File: src/sv/framed_word_link_endpoint_assert.svh
// Assertion helpers shared by the link endpoint RTL.
`ifndef FRAMED_WORD_LINK_ENDPOINT_ASSERT_SVH
`define FRAMED_WORD_LINK_ENDPOINT_ASSERT_SVH

// Same-cycle implication, disabled during reset.
`define FWL_ASSERT_NOW(label, clk, rst, ante, cons) \
   label: assert property (@(posedge clk) disable iff (rst) (ante) |-> (cons)) \
      else $error("fwl assertion failed");

// Next-cycle implication, disabled during reset.
`define FWL_ASSERT_NEXT(label, clk, rst, ante, cons) \
   label: assert property (@(posedge clk) disable iff (rst) (ante) |=> (cons)) \
      else $error("fwl assertion failed");

`endif

File: src/sv/fwl_pkg.sv
`default_nettype none

package fwl_pkg;

   localparam logic [1:0] LINK_DISCONNECTED = 2'd0;
   localparam logic [1:0] LINK_CONNECTED    = 2'd1;
   localparam logic [1:0] LINK_SUSPECT      = 2'd2;

   localparam logic [1:0] FAULT_CLEAR  = 2'd0;
   localparam logic [1:0] FAULT_HEADER = 2'd1;
   localparam logic [1:0] FAULT_CRC    = 2'd2;
   localparam logic [1:0] FAULT_LOST   = 2'd3;

   localparam logic [1:0] OUTCOME_SYNC   = 2'd0;
   localparam logic [1:0] OUTCOME_GOOD   = 2'd1;
   localparam logic [1:0] OUTCOME_REJECT = 2'd2;
   localparam logic [1:0] OUTCOME_LOST   = 2'd3;

   localparam logic [7:0] SYNC_BYTE0 = 8'hFF;
   localparam logic [7:0] SYNC_BYTE1 = 8'hAA;
   localparam logic [7:0] SYNC_BYTE2 = 8'h55;
   localparam logic [7:0] SYNC_BYTE3 = 8'hFF;
   localparam logic [7:0] HEADER_SUM = 8'hFF;
   localparam logic [8:0] SYNC_SUM   = 9'h0FF;
   localparam logic [7:0] CRC_POLY   = 8'h07;

   typedef struct packed {
      logic signed [15:0] tx_data;
      logic [7:0]         rx_byte0;
      logic [7:0]         rx_byte1;
      logic [7:0]         rx_byte2;
      logic [7:0]         rx_byte3;
   } req_type;

   typedef struct packed {
      logic [7:0]         tx_byte0;
      logic [7:0]         tx_byte1;
      logic [7:0]         tx_byte2;
      logic [7:0]         tx_byte3;
      logic signed [15:0] rx_value;
      logic [1:0]         outcome;
      logic [1:0]         link_state;
      logic [1:0]         fault_code;
   } rsp_type;

   typedef struct packed {
      logic [1:0] link_status;
      logic [1:0] last_fault;
   } link_type;

   // MSB-first CRC-8, poly 0x07, one byte folded in
   function automatic logic [7:0] crc8_feed(input logic [7:0] crc, input logic [7:0] data);
      logic [7:0] r;
      r = crc ^ data;
      for (int i = 0; i < 8; i++) begin
         r = r[7] ? ({r[6:0], 1'b0} ^ CRC_POLY) : {r[6:0], 1'b0};
      end
      return r;
   endfunction

   function automatic logic [7:0] crc8_pair(input logic [7:0] hi, input logic [7:0] lo);
      return crc8_feed(crc8_feed(8'h00, hi), lo);
   endfunction

endpackage

`default_nettype wire

File: src/sv/fwl_exchange.sv
`default_nettype none

// One exchange: builds the sent bytes, checks the received ones and
// works out the next link state.
module fwl_exchange (
   input  wire fwl_pkg::req_type  req,
   input  wire fwl_pkg::link_type link,
   input  wire logic [7:0]        module_id,
   output fwl_pkg::rsp_type       rsp,
   output fwl_pkg::link_type      link_next
);

   logic [7:0] hi;
   logic [7:0] lo;
   logic [7:0] head_sum;
   logic [8:0] sync_sum;
   logic       head_ok;
   logic       crc_ok;
   logic       framed;

   assign hi       = req.tx_data[15:8];
   assign lo       = req.tx_data[7:0];
   assign head_sum = req.rx_byte0 + module_id;
   assign sync_sum = {1'b0, req.rx_byte1} + {1'b0, req.rx_byte2};
   assign head_ok  = (head_sum == fwl_pkg::HEADER_SUM);
   assign crc_ok   = (fwl_pkg::crc8_pair(req.rx_byte1, req.rx_byte2) == req.rx_byte3);
   assign framed   = (link.link_status == fwl_pkg::LINK_CONNECTED) ||
                     (link.link_status == fwl_pkg::LINK_SUSPECT);

   always_comb begin
      link_next    = link;
      rsp.rx_value = 16'sd0;
      rsp.outcome  = fwl_pkg::OUTCOME_SYNC;
      if (framed) begin
         rsp.tx_byte0 = module_id;
         rsp.tx_byte1 = hi;
         rsp.tx_byte2 = lo;
         rsp.tx_byte3 = fwl_pkg::crc8_pair(hi, lo);
         if (head_ok && crc_ok) begin
            link_next.link_status = fwl_pkg::LINK_CONNECTED;
            link_next.last_fault  = fwl_pkg::FAULT_CLEAR;
            rsp.outcome           = fwl_pkg::OUTCOME_GOOD;
            rsp.rx_value          = {req.rx_byte1, req.rx_byte2};
         end else if (link.link_status == fwl_pkg::LINK_SUSPECT) begin
            link_next.link_status = fwl_pkg::LINK_DISCONNECTED;
            link_next.last_fault  = fwl_pkg::FAULT_LOST;
            rsp.outcome           = fwl_pkg::OUTCOME_LOST;
         end else begin
            link_next.link_status = fwl_pkg::LINK_SUSPECT;
            link_next.last_fault  = head_ok ? fwl_pkg::FAULT_CRC : fwl_pkg::FAULT_HEADER;
            rsp.outcome           = fwl_pkg::OUTCOME_REJECT;
         end
      end else begin
         rsp.tx_byte0 = fwl_pkg::SYNC_BYTE0;
         rsp.tx_byte1 = fwl_pkg::SYNC_BYTE1;
         rsp.tx_byte2 = fwl_pkg::SYNC_BYTE2;
         rsp.tx_byte3 = fwl_pkg::SYNC_BYTE3;
         // fault code is kept as is, even on connect
         link_next.link_status = (sync_sum == fwl_pkg::SYNC_SUM) ?
                                 fwl_pkg::LINK_CONNECTED : fwl_pkg::LINK_DISCONNECTED;
      end
      rsp.link_state = link_next.link_status;
      rsp.fault_code = link_next.last_fault;
   end

endmodule

`default_nettype wire

File: src/sv/framed_word_link_endpoint.sv
// Channel  Direction  Ports                               Word
// req      in         req_valid req_ready req_data        send word, four received bytes
// rsp      out        rsp_valid rsp_ready rsp_data        four sent bytes, word, status
// csr      in         csr_valid csr_ready csr_data        module id (always ready)
//
// One exchange per cycle while rsp is not stalled; a word passes through the input
// register, then the result register, before it leaves on rsp.
// Link state and fault code update when a word moves into the result register.
// Synchronous active-high reset: disconnected, fault lost, module id 0.
// A stalled rsp holds the result; req keeps taking one more word into the
// input register while that register is empty.
`default_nettype none
`include "framed_word_link_endpoint_assert.svh"

module framed_word_link_endpoint (
   input  wire logic             clock,
   input  wire logic             reset,
   input  wire logic             req_valid,
   output logic                  req_ready,
   input  wire fwl_pkg::req_type req_data,
   output logic                  rsp_valid,
   input  wire logic             rsp_ready,
   output fwl_pkg::rsp_type      rsp_data,
   input  wire logic             csr_valid,
   output logic                  csr_ready,
   input  wire logic [7:0]       csr_data
);

   fwl_pkg::req_type  req_ff;
   logic              req_valid_ff;
   fwl_pkg::rsp_type  rsp_ff;
   fwl_pkg::rsp_type  rsp_in;
   logic              rsp_valid_ff;
   fwl_pkg::link_type link_ff;
   fwl_pkg::link_type link_in;
   logic [7:0]        module_id_ff;
   logic              out_open;
   logic              advance;
   logic              rsp_good;
   logic              rsp_lost;
   logic              rsp_up;
   logic              rsp_down;
   logic              rsp_match;
   logic              rsp_zero;
   logic              in_stall;

   assign out_open  = !rsp_valid_ff || rsp_ready;
   assign advance   = req_valid_ff && out_open;
   assign req_ready = !req_valid_ff || out_open;
   assign rsp_valid = rsp_valid_ff;
   assign rsp_data  = rsp_ff;
   assign csr_ready = 1'b1;

   fwl_exchange u_exchange (
      .req       (req_ff),
      .link      (link_ff),
      .module_id (module_id_ff),
      .rsp       (rsp_in),
      .link_next (link_in)
   );

   always_ff @(posedge clock) begin
      if (reset) begin
         req_valid_ff        <= 1'b0;
         rsp_valid_ff        <= 1'b0;
         link_ff.link_status <= fwl_pkg::LINK_DISCONNECTED;
         link_ff.last_fault  <= fwl_pkg::FAULT_LOST;
         module_id_ff        <= 8'h00;
      end else begin
         if (req_valid && req_ready) begin
            req_valid_ff <= 1'b1;
         end else if (advance) begin
            req_valid_ff <= 1'b0;
         end
         if (advance) begin
            rsp_valid_ff <= 1'b1;
            link_ff      <= link_in;
         end else if (rsp_ready) begin
            rsp_valid_ff <= 1'b0;
         end
         if (csr_valid) begin
            module_id_ff <= csr_data;
         end
      end
   end

   always_ff @(posedge clock) begin
      if (req_valid && req_ready) begin
         req_ff <= req_data;
      end
      if (advance) begin
         rsp_ff <= rsp_in;
      end
   end

   assign rsp_good  = rsp_valid_ff && (rsp_ff.outcome == fwl_pkg::OUTCOME_GOOD);
   assign rsp_lost  = rsp_valid_ff && (rsp_ff.outcome == fwl_pkg::OUTCOME_LOST);
   assign rsp_up    = (rsp_ff.link_state == fwl_pkg::LINK_CONNECTED) &&
                      (rsp_ff.fault_code == fwl_pkg::FAULT_CLEAR);
   assign rsp_down  = (rsp_ff.link_state == fwl_pkg::LINK_DISCONNECTED) &&
                      (rsp_ff.fault_code == fwl_pkg::FAULT_LOST);
   assign rsp_match = (link_ff.link_status == rsp_ff.link_state) &&
                      (link_ff.last_fault == rsp_ff.fault_code);
   assign rsp_zero  = (rsp_ff.rx_value == 16'sd0);
   assign in_stall  = req_valid_ff && !out_open;

   `FWL_ASSERT_NOW(a_state_matches_rsp, clock, reset, rsp_valid_ff, rsp_match)
   `FWL_ASSERT_NOW(a_good_connects, clock, reset, rsp_good, rsp_up)
   `FWL_ASSERT_NOW(a_lost_drops, clock, reset, rsp_lost, rsp_down)
   `FWL_ASSERT_NOW(a_value_only_good, clock, reset, rsp_valid_ff && !rsp_good, rsp_zero)
   `FWL_ASSERT_NEXT(a_input_held, clock, reset, in_stall, req_valid_ff && $stable(req_ff))
   `FWL_ASSERT_NEXT(a_link_held, clock, reset, in_stall, $stable(link_ff))

endmodule

`default_nettype wire
File: config.mk
export PLATFORM = sky130hd
export DESIGN_NAME = framed_word_link_endpoint
export DESIGN_NICKNAME = d
export VERILOG_FILES = /design/src/sv/fwl_pkg.sv /design/src/sv/fwl_exchange.sv /design/src/sv/framed_word_link_endpoint.sv
export VERILOG_INCLUDE_DIRS = /design/src /design/src/sv
export SDC_FILE = /design/constraint.sdc
export NUM_CORES = 1
export LEC_CHECK = 0
export BUFFER_PORTS_ARGS = -buffer_cell sky130_fd_sc_hd__buf_2
export CORE_ASPECT_RATIO = 1.5
export CORE_MARGIN = 5
export CORE_UTILIZATION = 41
export DETAILED_ROUTE_END_ITERATION = 16
export HOLD_SLACK_MARGIN = 0.1
export PLACE_DENSITY = 0.67
export SYNTH_ARGS = -nofsm -noshare
export SYNTH_HDL_FRONTEND = slang
export SYNTH_SLANG_ARGS = --single-unit
File: constraint.sdc
create_clock -name clock -period 3.9 [get_ports clock]
set_input_delay 0.39 -clock clock [delete_from_list [all_inputs] [get_ports clock]]
set_output_delay 0.39 -clock clock [all_outputs]
set_load 0.01 [all_outputs]
# == Word level (Yosys, flattened, before mapping) ==
# Index checks and enable logic that the tools add are counted.
# totals
elab_cells,117
input_bits,61
reg_bits,116
output_inout_bits,57
# classes
muxes,44
n_eq_ne,5
n_addsub,2
n_reduce_logical,12
bitwise_logic,35
# op_table
cell,count
3-bit 2-to-1 mux,32
3-bit inverter,32
8-bit XOR,2
8-bit by 8-bit adder with 9-bit output,1
"9-bit by 8-bit == test with 1-bit output, second input constant",1
8-bit adder,1
8-bit == test,1
"8-bit == test, second input constant",1
4-bit 2-to-1 mux,2
1-bit 2-to-1 mux,7
2-bit 2-to-1 mux,3
2-bit nonzero test,2
1-bit logical AND,3
1-bit logical OR,3
"2-bit by 1-bit == test with 1-bit output, second input constant",1
"2-bit == test, second input constant",1
1-bit logical NOT,2
2-bit AND reduction,1
2-bit OR reduction,1
1-bit inverter,1

# == Longest topological paths before layout ==
# logic_depth
depth_word,37
ltp_mapped,10
depth_no_buf,9

# == Cells and area by module ==
# From an unflattened synthesis, not the netlist that was laid out.
# unflattened
hier_cells,374
hier_area_um2,5457.7
# modules_own_cells
mod,area_per_inst_um2,cells_each,n_inst,seq_area_each_um2
framed_word_link_endpoint,3621.0,158,1,3343.2
fwl_exchange,1836.8,216,1,0.0

# == Worst setup path before layout ==
# No wires, ideal clock.
# synth_path
path_kind,register to register
from,reg rsp_valid_ff (netlist: rsp_valid)
to,reg link_ff[1] in the netlist's numbering
setup_ns,0.136
path_stages_with_launch,6
t_arrival_ns,3.831
path_slack_ns,-0.067
t_required_ns,3.764
synth_period_minus_slack_ns,3.967
path_buffers,0
cell_sequence,dfxtp_1 -> nor2b_1 -> nor2b_1 -> nand2b_1 -> a21oi_1 -> o31ai_1
# synth_between
elab_chain_cells,3
# synth_rtl
item,line_no,text
start: declaration,framed_word_link_endpoint.sv:33,logic rsp_valid_ff;
start signal: assignment,framed_word_link_endpoint.sv:65,rsp_valid_ff <= 1'b0;
start signal: assignment,framed_word_link_endpoint.sv:76,rsp_valid_ff <= 1'b1;
start signal: assignment,framed_word_link_endpoint.sv:79,rsp_valid_ff <= 1'b0;
1-bit logical NOT,framed_word_link_endpoint.sv:47,assign out_open = !rsp_valid_ff || rsp_ready;
1-bit logical OR,framed_word_link_endpoint.sv:47,
1-bit logical AND,framed_word_link_endpoint.sv:48,assign advance = req_valid_ff && out_open;
via advance,framed_word_link_endpoint.sv:38,logic advance;
end signal: assignment,framed_word_link_endpoint.sv:77,link_ff <= link_in;
end: declaration,framed_word_link_endpoint.sv:34,fwl_pkg::link_type link_ff;
# The timed path passes the listed nets, and every way through them passes these cells.
# A chain may end at the register's enable or synchronous reset.

# == Worst setup path after layout ==
# layout_path
from,reg req_ff[24] in the netlist's numbering
to,reg link_ff[2] in the netlist's numbering
# layout_between
elab_chain_cells,5
# layout_rtl
item,line_no,text
start: declaration,framed_word_link_endpoint.sv:29,fwl_pkg::req_type req_ff;
start signal: assignment,framed_word_link_endpoint.sv:89,req_ff <= req_data;
8-bit adder,fwl_exchange.sv:23,assign head_sum = req.rx_byte0 + module_id;
8-bit == test,fwl_exchange.sv:25,assign head_ok = (head_sum == fwl_pkg::HEADER_SUM);
1-bit logical AND,fwl_exchange.sv:39,if (head_ok && crc_ok) begin
4-bit 2-to-1 mux,fwl_exchange.sv:39,
2-bit 2-to-1 mux,fwl_exchange.sv:34,if (framed) begin
# No other way between the ends.

==> impl_metrics.ini <==
[worst_hold_path]
worstHoldPathCells = 1
hp-class = in2reg

[clock_network]
cts_sinks = 116
postCtsSetupBuffers = 0
clk_pin_slew_ps = 50
cts_tree = done
cts_root_buffer = clkbuf_16
numCtsBuffers = 17
ctsHoldBuffers = 0
clk_latency_ps = 400
clockBufferDepth = 2
cts_resized = 0
h-tree-depth = 4

[cells_and_area]
seq_area_um2 = 3343
layout_common_cells = buf_2 (116), edfxtp_1 (102), xnor2_1 (44)
layout.cells.most_common = buf_2
area_growth_pct = 24.80
n_antenna_cell = 0
drive_above_1_share_pct = 34.90
nets = 556
multi_input_area_um2 = 1837
n_fill_cell = 1066

[timing]
slew_headroom_pct = 24.68
holdWs_ps = 160.0
max_freq_ghz = 0.3607
rsz0062_at_grt = no
worst_pin_slew_ps = 1130
drv_slew = 0
setup_ws_ps = 1128
finalSetupViolations = 0
fin_crit_ps = 2772
min_period_over_period_pct = 71.09
skew_ps = 8.712
hold_viol = 0
finalSetupTns_ps = 0

[critical_path]
path_class = reg2reg
crit_required_ps = 4250
path_max_fanout = 18
arrival_ps = 3120
end_kind = register
critPathSlowestCell = nor4_4
ff2ff_path_depth = 8
max_stage_delay_ps = 530
cp_cell_sequence = ha_1 -> inv_1 -> fa_1 -> nand3b_1 -> nor3_1 -> o2111ai_1 -> nor4_4 -> o221a_2
worstSetupStartpointType = register

[floorplanning]
coreArea_um2 = 12510
ios = 118
initial_core_util_pct = 41.97
fp.dieArea_um2 = 15220
die_w_um = 102.4
fp.dieH_um = 148.6
rows = 50

[place]
place_congestion = 0.8435
dp_hpwl_um = 7701
io_buffers = 116
dp_slack_ps = 1081

[run_status]
status = completed

[grt]
grt-ovfl-total = 0
grt_pass1_wl_um = 15930
grt_max_degree = 49
antenna_found_initial = 0
gr-usage-all-layers_pct = 14.15
grt_pass1_vias = 3225

[detailed_routing]
post_drt_wl_per_cell_um = 15.74
routed_wirelength_um = 10170
vias_per_cell = 4.683
ant_nets = 0
vias = 3025
drc = 0
drt_iter0_markers = 75
firstDrtPassIters = 5

[synthesis]
synth_ff_type = edfxtp_1
synth_edf_count = 102
syn_area_um2 = 5251
synth_area_per_cell_um2 = 15.05
ys_seq_area_share_pct = 63.66
syn_nets = 428
synth-seq-cells = 116
ys_types = 41
yosys_warnings = 0
async_reset_ff_share_pct = 0
syn_inst = 349

[power_and_ir_drop]
irDropWorstVdd_v = 0.0002553
p_per_area_nw_per_um2 = 505.1
p_leak_nw = 2.587

[flow_run]
drv_cap = 0
[worst paths after layout]
| kind | startpoint | endpoint | slack [ps] |
|---|---|---|---|
| setup / recovery | req_ff[24]$_DFFE_PP_ | link_ff[2]$_SDFFE_PP0P_ | 1130 |
| hold / removal | req_data[3] | req_ff[3]$_DFFE_PP_ | 160 |
| setup reg to reg | req_ff[24]$_DFFE_PP_ | link_ff[2]$_SDFFE_PP0P_ | 1130 |
| hold reg to reg | link_ff[0]$_SDFFE_PP1P_ | link_ff[0]$_SDFFE_PP1P_ | 480 |
[worst max-delay path: cells and delay by family (launching register included)]
kind | cells | cell delay [ps]
compound gates | 2 | 560
fa+ha+maj | 2 | 630
buf+inv | 1 | 70
flops | 1 | 370
simple gates | 3 | 1100
[cell families after synthesis]
group / after synthesis / synth area share [%]
adder cells (fa/ha/maj): 18 / 4.575
other: 1 / 0.07141
XOR/XNOR: 73 / 14.84
multiplexers: 10 / 1.978
AND/OR/NAND/NOR: 95 / 10.79
buffers and inverters: 18 / 1.525
flip-flops: 116 / 63.66
AO/OA/AOI/OAI: 18 / 2.549
[power breakdown]
group / total [mW] / switching (mW) / internal [mW]
Clock: 1.43 / 0.509 / 0.923
Combinational: 0.410 / 0.204 / 0.206
Sequential: 1.47 / 0.0420 / 1.43
Total: 3.31 / 0.755 / 2.56
[sequential cells by signal (all words and copies together), names as in the netlist]
register	count
req_valid_ff	1
link_ff	4
module_id_ff	8
rsp_data	54
rsp_valid	1
req_ff	48
[final cells by class]
type	instances	share of cell area, %
sequential	116	51.01
multi-input combinational	215	28.03
timing repair buffer	118	9.087
clock buffer	19	6.606
tap	156	2.978
clock inverter	13	1.775
inverter	9	0.5155
[cell usage after synthesis, types with 8 or more instances]
cell type,number,area share (%)
or2_2,17,2.0
inv_1,9,0.64
nor2b_1,11,1.3
xor2_1,19,3.2
nand2b_1,8,0.95
xnor2_1,44,7.3
dfxtp_1,14,5.3
xnor3_1,8,3.4
and2_1,19,2.3
ha_1,16,3.8
mux2i_1,9,1.7
edfxtp_1,102,58
nor2_1,18,1.3
[metal layers]
layer / track usage [%] / vias up / part of all wire (%)
li1: - / 1485 / -
met1: 13.97 / 1439 / 36
met2: 26.60 / 89 / 57
met3: 4.130 / 12 / 6.2
met4: 6.106 / 0 / 1.7
met5: 0 / - / 0
[metrics by stage]
stage	utilization [%]	cells	instance area, µm²	power, mW
4_1_cts	52.38	646	6554	3.347
5_1_grt	52.38	646	6554	3.435
6_report	52.38	646	6554	3.310
3_5_place_dp	47.99	614	6005	1.907
2_1_floorplan	-	349	5254	1.788
3_3_place_gp	47.99	614	6005	1.896
(Power assumes the default switching activity.)
